==> src/rtl/mbce_pkg.sv <==
// ---------------------------------------------------------------------------
// mbce_pkg
// Shared types and constants of the monochrome bitmap color expander.
// ---------------------------------------------------------------------------
package mbce_pkg;

  localparam int unsigned QUEUE_DEPTH     = 2;
  localparam int unsigned COORD_W         = 16;
  localparam int unsigned COLOR_W         = 24;
  localparam int unsigned CFG_IDX_W       = 2;
  localparam logic [COLOR_W-1:0] COLOR_ONE_RESET = 24'hFF_FFFF;

  typedef enum logic [CFG_IDX_W-1:0] {
    CFG_ORIGIN_ROW = 2'd0,
    CFG_ORIGIN_COL = 2'd1,
    CFG_COLOR_ZERO = 2'd2,
    CFG_COLOR_ONE  = 2'd3
  } cfg_idx_e;

  typedef struct packed {
    logic [7:0]         bits;
    logic [COORD_W-1:0] row;
    logic [COORD_W-1:0] col;
    logic               last_img;
  } mbce_entry_t;

  typedef struct packed {
    logic full;
    logic empty;
  } mbce_fifo_status_t;

endpackage

==> src/rtl/mbce_if.sv <==
// ---------------------------------------------------------------------------
// mbce_if
// Valid/ready channels for image bytes and expanded pixels.
// ---------------------------------------------------------------------------
interface mbce_byte_if;
  logic       valid;
  logic       ready;
  logic [7:0] image_byte;
  logic       start_of_image;

  modport source (output valid, output image_byte, output start_of_image, input ready);
  modport sink (input valid, input image_byte, input start_of_image, output ready);
endinterface

interface mbce_pix_if;
  logic        valid;
  logic        ready;
  logic [15:0] pixel_row;
  logic [15:0] pixel_col;
  logic [7:0]  red;
  logic [7:0]  green;
  logic [7:0]  blue;
  logic        last_of_byte;
  logic        last_of_image;

  modport source (output valid, output pixel_row, output pixel_col, output red,
                  output green, output blue, output last_of_byte,
                  output last_of_image, input ready);
  modport sink (input valid, input pixel_row, input pixel_col, input red,
                input green, input blue, input last_of_byte,
                input last_of_image, output ready);
endinterface

==> src/rtl/mono_bitmap_color_expand.sv <==
// ---------------------------------------------------------------------------
// mono_bitmap_color_expand
// Expands a 1-bit-per-pixel image byte stream into colored pixel beats.
// ---------------------------------------------------------------------------
// Header bytes produce nothing. Each data byte becomes eight pixel beats, one
// per cycle while the pixel receiver is ready. A parsed byte is first written
// into the queue; its pixel beats are then built in the output register. A
// queue of QueueDepth tagged bytes sits between the header parser and the
// pixel engine, so input beats keep flowing while earlier bytes are still being
// expanded, until the queue is full.
// Colors are sampled as pixels are produced; write configuration only when idle.
module mono_bitmap_color_expand #(
  parameter int unsigned QueueDepth = mbce_pkg::QUEUE_DEPTH
) (
  input  logic                           clk_i,
  input  logic                           rst_ni,
  input  logic                           cfg_we_i,
  input  logic [mbce_pkg::CFG_IDX_W-1:0] cfg_idx_i,
  input  logic [mbce_pkg::COLOR_W-1:0]   cfg_data_i,
  mbce_byte_if.sink                      byte_i,
  mbce_pix_if.source                     pix_o
);
  import mbce_pkg::*;

  logic [COORD_W-1:0] origin_row_q, origin_col_q;
  logic [COLOR_W-1:0] color_zero_q, color_one_q;

  mbce_fifo_status_t fifo_st;
  mbce_entry_t       push_data, head;
  logic              push, pop;

  always_ff @(posedge clk_i or negedge rst_ni) begin
    if (!rst_ni) begin
      origin_row_q <= '0;
      origin_col_q <= '0;
      color_zero_q <= '0;
      color_one_q  <= COLOR_ONE_RESET;
    end else if (cfg_we_i) begin
      case (cfg_idx_e'(cfg_idx_i))
        CFG_ORIGIN_ROW: origin_row_q <= cfg_data_i[COORD_W-1:0];
        CFG_ORIGIN_COL: origin_col_q <= cfg_data_i[COORD_W-1:0];
        CFG_COLOR_ZERO: color_zero_q <= cfg_data_i;
        CFG_COLOR_ONE:  color_one_q  <= cfg_data_i;
        default: begin
        end
      endcase
    end
  end

  mbce_front u_front (
    .clk_i            (clk_i),
    .rst_ni           (rst_ni),
    .in_valid_i       (byte_i.valid),
    .in_ready_o       (byte_i.ready),
    .image_byte_i     (byte_i.image_byte),
    .start_of_image_i (byte_i.start_of_image),
    .origin_row_i     (origin_row_q),
    .origin_col_i     (origin_col_q),
    .fifo_st_i        (fifo_st),
    .push_o           (push),
    .push_data_o      (push_data)
  );

  mbce_fifo #(
    .Depth (QueueDepth)
  ) u_fifo (
    .clk_i       (clk_i),
    .rst_ni      (rst_ni),
    .push_i      (push),
    .push_data_i (push_data),
    .pop_i       (pop),
    .head_o      (head),
    .status_o    (fifo_st)
  );

  mbce_back u_back (
    .clk_i        (clk_i),
    .rst_ni       (rst_ni),
    .head_i       (head),
    .fifo_st_i    (fifo_st),
    .pop_o        (pop),
    .color_zero_i (color_zero_q),
    .color_one_i  (color_one_q),
    .pix_o        (pix_o)
  );

endmodule

==> src/rtl/mbce_front.sv <==
// ---------------------------------------------------------------------------
// mbce_front
// Parses the image header and tags each data byte with its row and column.
// ---------------------------------------------------------------------------
module mbce_front (
  input  logic                        clk_i,
  input  logic                        rst_ni,
  input  logic                        in_valid_i,
  output logic                        in_ready_o,
  input  logic [7:0]                  image_byte_i,
  input  logic                        start_of_image_i,
  input  logic [15:0]                 origin_row_i,
  input  logic [15:0]                 origin_col_i,
  input  mbce_pkg::mbce_fifo_status_t fifo_st_i,
  output logic                        push_o,
  output mbce_pkg::mbce_entry_t       push_data_o
);
  import mbce_pkg::*;

  typedef enum logic [2:0] {
    PH_IDLE   = 3'b001,
    PH_HEADER = 3'b010,
    PH_DATA   = 3'b100
  } phase_e;

  phase_e      phase_q, phase_d;
  logic [1:0]  hdr_idx_q, hdr_idx_d;
  logic [7:0]  wid_hi_q, wid_hi_d;
  logic [12:0] bpl_q, bpl_d;
  logic [15:0] lines_q, lines_d;
  logic [15:0] line_q, line_d;
  logic [12:0] byte_q, byte_d;

  logic        accept;
  logic        last_in_line;
  logic        last_img;
  logic [15:0] width_px;
  logic [15:0] lines_full;

  assign in_ready_o = !fifo_st_i.full;
  assign accept     = in_valid_i && in_ready_o;

  assign width_px     = {wid_hi_q, image_byte_i};
  assign lines_full   = {lines_q[15:8], image_byte_i};
  assign last_in_line = ({1'b0, byte_q} + 14'd1) >= {1'b0, bpl_q};
  assign last_img     = last_in_line && (({1'b0, line_q} + 17'd1) >= {1'b0, lines_q});

  assign push_o               = accept && !start_of_image_i && (phase_q == PH_DATA);
  assign push_data_o.bits     = image_byte_i;
  assign push_data_o.row      = origin_row_i - line_q;
  assign push_data_o.col      = origin_col_i + {byte_q, 3'b000};
  assign push_data_o.last_img = last_img;

  always_comb begin
    phase_d   = phase_q;
    hdr_idx_d = hdr_idx_q;
    wid_hi_d  = wid_hi_q;
    bpl_d     = bpl_q;
    lines_d   = lines_q;
    line_d    = line_q;
    byte_d    = byte_q;
    if (accept) begin
      if (start_of_image_i) begin
        wid_hi_d  = image_byte_i;
        hdr_idx_d = 2'd1;
        phase_d   = PH_HEADER;
      end else begin
        case (phase_q)
          PH_HEADER: begin
            if (hdr_idx_q == 2'd1) begin
              bpl_d     = width_px[15:3];
              hdr_idx_d = 2'd2;
            end else if (hdr_idx_q == 2'd2) begin
              lines_d   = {image_byte_i, 8'h00};
              hdr_idx_d = 2'd3;
            end else begin
              lines_d   = lines_full;
              hdr_idx_d = 2'd0;
              line_d    = '0;
              byte_d    = '0;
              phase_d   = (bpl_q != '0 && lines_full != '0) ? PH_DATA : PH_IDLE;
            end
          end
          PH_DATA: begin
            if (last_img) begin
              phase_d = PH_IDLE;
              byte_d  = '0;
              line_d  = '0;
            end else if (last_in_line) begin
              byte_d = '0;
              line_d = line_q + 16'd1;
            end else begin
              byte_d = byte_q + 13'd1;
            end
          end
          default: begin
          end
        endcase
      end
    end
  end

  always_ff @(posedge clk_i or negedge rst_ni) begin
    if (!rst_ni) begin
      phase_q   <= PH_IDLE;
      hdr_idx_q <= '0;
      wid_hi_q  <= '0;
      bpl_q     <= '0;
      lines_q   <= '0;
      line_q    <= '0;
      byte_q    <= '0;
    end else begin
      phase_q   <= phase_d;
      hdr_idx_q <= hdr_idx_d;
      wid_hi_q  <= wid_hi_d;
      bpl_q     <= bpl_d;
      lines_q   <= lines_d;
      line_q    <= line_d;
      byte_q    <= byte_d;
    end
  end

endmodule

==> src/rtl/mbce_fifo.sv <==
// ---------------------------------------------------------------------------
// mbce_fifo
// Short queue of tagged data bytes between the parser and the pixel engine.
// ---------------------------------------------------------------------------
module mbce_fifo #(
  parameter int unsigned Depth = mbce_pkg::QUEUE_DEPTH
) (
  input  logic                        clk_i,
  input  logic                        rst_ni,
  input  logic                        push_i,
  input  mbce_pkg::mbce_entry_t       push_data_i,
  input  logic                        pop_i,
  output mbce_pkg::mbce_entry_t       head_o,
  output mbce_pkg::mbce_fifo_status_t status_o
);
  import mbce_pkg::*;

  localparam int unsigned PtrW = (Depth > 1) ? $clog2(Depth) : 1;
  localparam int unsigned CntW = $clog2(Depth + 1);

  mbce_entry_t     mem_q [Depth];
  logic [PtrW-1:0] wr_ptr_q, rd_ptr_q;
  logic [CntW-1:0] count_q;

  assign status_o.full  = (count_q == CntW'(Depth));
  assign status_o.empty = (count_q == '0);
  assign head_o         = mem_q[rd_ptr_q];

  always_ff @(posedge clk_i) begin
    if (push_i) begin
      mem_q[wr_ptr_q] <= push_data_i;
    end
  end

  always_ff @(posedge clk_i or negedge rst_ni) begin
    if (!rst_ni) begin
      wr_ptr_q <= '0;
      rd_ptr_q <= '0;
      count_q  <= '0;
    end else begin
      if (push_i) begin
        wr_ptr_q <= (wr_ptr_q == PtrW'(Depth - 1)) ? '0 : wr_ptr_q + PtrW'(1);
      end
      if (pop_i) begin
        rd_ptr_q <= (rd_ptr_q == PtrW'(Depth - 1)) ? '0 : rd_ptr_q + PtrW'(1);
      end
      if (push_i && !pop_i) begin
        count_q <= count_q + CntW'(1);
      end else if (pop_i && !push_i) begin
        count_q <= count_q - CntW'(1);
      end
    end
  end

endmodule

==> src/rtl/mbce_back.sv <==
// ---------------------------------------------------------------------------
// mbce_back
// Expands the queued byte at the head into eight registered pixel beats.
// ---------------------------------------------------------------------------
module mbce_back (
  input  logic                        clk_i,
  input  logic                        rst_ni,
  input  mbce_pkg::mbce_entry_t       head_i,
  input  mbce_pkg::mbce_fifo_status_t fifo_st_i,
  output logic                        pop_o,
  input  logic [23:0]                 color_zero_i,
  input  logic [23:0]                 color_one_i,
  mbce_pix_if.source                  pix_o
);
  import mbce_pkg::*;

  logic [2:0]  bit_q;
  logic        valid_q;
  logic        advance;
  logic        last_bit;
  logic        pix_bit;
  logic [23:0] color;

  logic [15:0] row_q, col_q;
  logic [23:0] color_q;
  logic        lob_q, loi_q;

  assign advance  = !fifo_st_i.empty && (!valid_q || pix_o.ready);
  assign last_bit = (bit_q == 3'd7);
  assign pop_o    = advance && last_bit;
  assign pix_bit  = head_i.bits[3'd7 - bit_q];
  assign color    = pix_bit ? color_one_i : color_zero_i;

  always_ff @(posedge clk_i or negedge rst_ni) begin
    if (!rst_ni) begin
      bit_q   <= '0;
      valid_q <= 1'b0;
    end else begin
      if (advance) begin
        bit_q   <= bit_q + 3'd1;
        valid_q <= 1'b1;
      end else if (pix_o.ready) begin
        valid_q <= 1'b0;
      end
    end
  end

  always_ff @(posedge clk_i) begin
    if (advance) begin
      row_q   <= head_i.row;
      col_q   <= head_i.col + {13'd0, bit_q};
      color_q <= color;
      lob_q   <= last_bit;
      loi_q   <= last_bit && head_i.last_img;
    end
  end

  assign pix_o.valid         = valid_q;
  assign pix_o.pixel_row     = row_q;
  assign pix_o.pixel_col     = col_q;
  assign pix_o.red           = color_q[23:16];
  assign pix_o.green         = color_q[15:8];
  assign pix_o.blue          = color_q[7:0];
  assign pix_o.last_of_byte  = lob_q;
  assign pix_o.last_of_image = loi_q;

endmodule

==> src/flat_wrapper.sv <==
// flat-port wrapper written by rule: the top's interface ports become plain ports
module mono_bitmap_color_expand_flat import mbce_pkg::*;
#(
  parameter int unsigned QueueDepth = mbce_pkg::QUEUE_DEPTH
)
  (clk_i, rst_ni, cfg_we_i, cfg_idx_i, cfg_data_i, byte_i_valid, byte_i_image_byte, byte_i_start_of_image, byte_i_ready, pix_o_valid, pix_o_pixel_row, pix_o_pixel_col, pix_o_red, pix_o_green, pix_o_blue, pix_o_last_of_byte, pix_o_last_of_image, pix_o_ready);
  mbce_byte_if byte_i_i ();
  mbce_pix_if pix_o_i ();
  input  logic clk_i;
  input  logic rst_ni;
  input  logic cfg_we_i;
  input  logic [mbce_pkg::CFG_IDX_W-1:0] cfg_idx_i;
  input  logic [mbce_pkg::COLOR_W-1:0] cfg_data_i;
  input wire logic [$bits(byte_i_i.valid)-1:0] byte_i_valid;
  input wire logic [$bits(byte_i_i.image_byte)-1:0] byte_i_image_byte;
  input wire logic [$bits(byte_i_i.start_of_image)-1:0] byte_i_start_of_image;
  output wire logic [$bits(byte_i_i.ready)-1:0] byte_i_ready;
  output wire logic [$bits(pix_o_i.valid)-1:0] pix_o_valid;
  output wire logic [$bits(pix_o_i.pixel_row)-1:0] pix_o_pixel_row;
  output wire logic [$bits(pix_o_i.pixel_col)-1:0] pix_o_pixel_col;
  output wire logic [$bits(pix_o_i.red)-1:0] pix_o_red;
  output wire logic [$bits(pix_o_i.green)-1:0] pix_o_green;
  output wire logic [$bits(pix_o_i.blue)-1:0] pix_o_blue;
  output wire logic [$bits(pix_o_i.last_of_byte)-1:0] pix_o_last_of_byte;
  output wire logic [$bits(pix_o_i.last_of_image)-1:0] pix_o_last_of_image;
  input wire logic [$bits(pix_o_i.ready)-1:0] pix_o_ready;
  assign byte_i_i.valid = byte_i_valid;
  assign byte_i_i.image_byte = byte_i_image_byte;
  assign byte_i_i.start_of_image = byte_i_start_of_image;
  assign byte_i_ready = byte_i_i.ready;
  assign pix_o_valid = pix_o_i.valid;
  assign pix_o_pixel_row = pix_o_i.pixel_row;
  assign pix_o_pixel_col = pix_o_i.pixel_col;
  assign pix_o_red = pix_o_i.red;
  assign pix_o_green = pix_o_i.green;
  assign pix_o_blue = pix_o_i.blue;
  assign pix_o_last_of_byte = pix_o_i.last_of_byte;
  assign pix_o_last_of_image = pix_o_i.last_of_image;
  assign pix_o_i.ready = pix_o_ready;
  mono_bitmap_color_expand #(.QueueDepth(QueueDepth)) u_core (.clk_i(clk_i), .rst_ni(rst_ni), .cfg_we_i(cfg_we_i), .cfg_idx_i(cfg_idx_i), .cfg_data_i(cfg_data_i), .byte_i(byte_i_i), .pix_o(pix_o_i));
endmodule
==> config.mk <==
export PLATFORM = sky130hd
export DESIGN_NAME = mono_bitmap_color_expand_flat
export DESIGN_NICKNAME = d
export VERILOG_FILES = /design/src/rtl/mbce_pkg.sv /design/src/rtl/mbce_if.sv /design/src/rtl/mono_bitmap_color_expand.sv /design/src/rtl/mbce_front.sv /design/src/rtl/mbce_fifo.sv /design/src/rtl/mbce_back.sv /design/src/flat_wrapper.sv
export SDC_FILE = /design/constraint.sdc
export NUM_CORES = 1
export LEC_CHECK = 0
export ABC_AREA = 1
export BUFFER_PORTS_ARGS = -buffer_cell sky130_fd_sc_hd__buf_2
export CORE_UTILIZATION = 40
export CTS_BUF_LIST = sky130_fd_sc_hd__clkbuf_8
export DETAILED_ROUTE_END_ITERATION = 8
export SLEW_MARGIN = 20
export SYNTH_ARGS = -nofsm -noshare
export SYNTH_HDL_FRONTEND = slang
export SYNTH_SLANG_ARGS = --single-unit
==> constraint.sdc <==
create_clock -name clk_i -period 5.7 [get_ports clk_i]
set_input_delay 0.285 -clock clk_i [delete_from_list [all_inputs] [get_ports clk_i]]
set_output_delay 0.285 -clock clk_i [all_outputs]
set_load 0.01 [all_outputs]
==> flow_metrics.tcl <==
set metrics [dict create \
    outcome "complete, no violations" \
    crit_start "u_core.u_front.byte_q[0]" \
    io_buffers 99 \
    cts-root-buf "clkbuf_8" \
    cp.arrival_ns 3.83 \
    r2r_end "u_core.u_front.line_q[0]" \
    maxCapViolCount 0 \
    clkLatencyLatePin_ns 0.57 \
    period_minus_slack_ns 3.369 \
    setup_violations 0 \
    fp-row-count 68 \
    yosysWarnings 0 \
    h-tree-depth 2 \
    r2r_setup_slack_ns 2.33 \
    cts_inserted_buffers 48 \
    avgSynthCellArea_um2 10.08 \
    wl_per_cell_um 15.31 \
    register_area_mm2 0.008214 \
    synth_cell_types 58 \
    period_share_pct 59.11 \
    cts.sinks 299 \
    syn_area_mm2 0.01420 \
    hold_ws_ns 0.02728 \
    yosysSeqAreaShare_pct 57.84 \
    grt_pass1_wl_mm 50.63 \
    final_common_cell "nand2_1" \
    synthCells 1409 \
    coreArea_mm2 0.03471 \
    path_common_cell "nand2_1" \
    placedCellCount 1936 \
    rr_startpoint "u_core.u_front.byte_q[0]" \
    layout.nets 1653 \
    p_leak_nw 7.530 \
    endpoint "u_core.u_front.line_q[0]" \
    slowest_stage "dfrtp_1" \
    synth-seq-cells 299 \
    reg2regPathDepth 23 \
    multi_input_area_mm2 0.005189 \
    clk_path_buf_depth 3 \
    rsz0062_at_grt "no" \
    drtIter0Drc 614 \
    ir_drop_v 0.0001964 \
    layout-drive-gt1-share_pct 16.88 \
    ios 100 \
    area_delta_synth_final_pct 14.70 \
    antennaDiodeCount 0 \
    grt_pass1_vias 9472 \
    drc 0 \
    drtPass1Iterations 5 \
    critPathMaxFanout 15 \
    mostFrequentLayoutCells "nand2_1, inv_1, o21ai_0" \
    final_hold_viol_count 0 \
    die_h_um 190.4 \
    synthesis.nets 1518 \
    synthArstFlopShare_pct 53.18 \
    ys.flop_type "edfxtp_1" \
    antenna_found_initial 0 \
    initial_core_util_pct 40.91 \
    grt_usage_pct 17.84 \
    path_class "flop to flop" \
    layoutNonFillerInstCount 2037 \
    finalMaxSlewViolations 0 \
    hold_path_class "primary input to flop" \
    relSlewSlack_pct 34.93 \
    cts_tree "done" \
    setup_tns_ns 0 \
    crit_chain "ha_1, nand2_1, nor2_1, inv_1, nor2_1, inv_1, nor2_1, nand2_1, nor2_1, nand2_1, xor2_1, inv_1, ha_1, nand2_1, nor3_1, nand2_1, nand2_1, nand2_1, nand3_2, nand2_4, inv_2, nand2_1, o21a_1" \
    routed_wl_mm 31.19 \
    min_from "byte_i_image_byte[5]" \
    die_x_um 190.4 \
    power_density_mw_per_mm2 498.1 \
    tightest_slew_ns 0.9737 \
    worstPathRequired_ns 6.16 \
    fmax_mhz 296.8 \
    die-area_mm2 0.03626 \
    worst_setup_path_end_kind "flop" \
    grt_max_degree 96 \
    fill_cells 3306 \
    overflow 0 \
    drtAntennaViolNets 0 \
    p_total_w 0.008114 \
    path_clk_slew_ns 0.06 \
    crit_path_start_kind "flop" \
    vias_per_cell 4.829 \
    vias 9836 \
    place.gp.congestion 0.8408 \
    fin_skew_ns 0.02518 \
    synth_edf_count 140 \
    max_stage_delay_ns 0.44 \
    place_hpwl_mm 22.00 \
]
## cell families (layout without fill, tap and decap cells)
| logic type | count (synthesis) | after routing | synth area share, % |
|---|---|---|---|
| mux | 11 | 11 | 0.7753 |
| xor+xnor | 65 | 65 | 4.008 |
| buf+inv | 209 | 382 | 5.850 |
| fa+ha+maj | 69 | 69 | 6.237 |
| simple gates | 519 | 519 | 15.99 |
| flops | 299 | 299 | 57.84 |
| compound gates | 237 | 237 | 9.303 |
## worst min-delay path by stage
stage	endpoint	slack, ns	cells past startpoint
floorplan	u_core.color_zero_q[0]	-0.01	0
global placement	u_core.u_front.wid_hi_q[2]	0.44	1
detailed placement	u_core.u_front.wid_hi_q[2]	0.44	1
CTS	u_core.u_fifo.mem_q[1][38]	0.00005	1
global route	u_core.u_fifo.mem_q[1][38]	0.001	1
finish	u_core.u_fifo.mem_q[1][38]	0.03	1
## power breakdown
group | internal (W) | switching [W] | total [W]
clock | 0.000986 | 0.000823 | 0.00181
sequential | 0.00305 | 0.000304 | 0.00335
combinational | 0.00103 | 0.00192 | 0.00295
## synth_stat cells, types with 12 or more instances
cell type	n	area, um^2
o21ai_0	141	705.7
dfstp_2	25	656.9
o22ai_1	14	87.58
nand2_2	14	87.58
nor2_1	55	206.5
xor2_1	51	446.7
nand3_1	47	235.2
a21oi_1	37	185.2
nand4_1	13	81.33
xnor2_1	14	122.6
nand2_1	349	1310
clkbuf_1	26	97.59
dfrtp_1	134	3353
ha_1	66	825.8
o21ai_1	12	60.06
inv_1	158	593.1
edfxtp_1	140	4204
## area by class of cell
cell class | instances | share of cell area (%)
clock inverters | 32 | 1.152
multi-input cells | 901 | 31.85
clock buffers | 56 | 4.731
flip-flops and latches | 299 | 50.42
well taps | 455 | 3.495
repair buffers | 122 | 4.339
inverters | 172 | 4.009
## flip-flops by register name, indices dropped and copies added (netlist names)
register	count
u_core.u_fifo.wr_ptr_q	1
u_core.u_front.hdr_idx_q	2
u_core.u_back.pix_o.last_of_image	1
u_core.u_back.pix_o.pixel_row	16
u_core.origin_row_q	16
u_core.u_back.pix_o.last_of_byte	1
u_core.origin_col_q	16
u_core.u_front.line_q	16
u_core.u_front.byte_q	13
u_core.color_zero_q	24
u_core.u_back.pix_o.valid	1
u_core.u_fifo.mem_q	82
u_core.color_one_q	24
u_core.u_back.bit_q	3
u_core.u_back.color_q	24
u_core.u_fifo.rd_ptr_q	1
u_core.u_fifo.count_q	2
u_core.u_front.lines_q	16
u_core.u_front.bpl_q	13
u_core.u_front.wid_hi_q	8
u_core.u_front.phase_q	3
u_core.u_back.pix_o.pixel_col	16
## repair_timing
action | in CTS | in global routing
buffers inserted | 0 | 0
hold endpoints to repair | 108 | 0
hold buffers | 13 | 0
gates resized for setup | 0 | 0
## worst max-delay path: cells and delay by family (launching register included)
family	cells	cell delay (ns)
fa+ha+maj	2	0.48
flops	1	0.44
xor+xnor	1	0.17
compound gates	1	0.11
buf+inv	4	0.48
simple gates	15	1.57
## per-layer routing
metal / vias to the layer above / wire length, um / GRT usage [%] / part of all wire, %
met3: 49 / 1203 / 2.558 / 3.9
met1: 4660 / 14770 / 25.15 / 47
met5: - / 0 / 0 / 0
met4: 0 / 692 / 5.354 / 2.2
li1: 4954 / - / - / -
met2: 173 / 14520 / 28.45 / 47
## metrics by stage
| stage | util [%] | area [um^2] | setup WS [ns] |
|---|---|---|---|
| after floorplan | - | 14200 | 0.8405 |
| after global placement | 43.78 | 15200 | 2.404 |
| after detailed placement | 43.78 | 15200 | 2.366 |
| after CTS | 46.91 | 16290 | 2.344 |
| after global routing | 46.93 | 16290 | 1.814 |
| final | 46.93 | 16290 | 2.331 |
No activity file was read; power rests on OpenSTA's default activity.
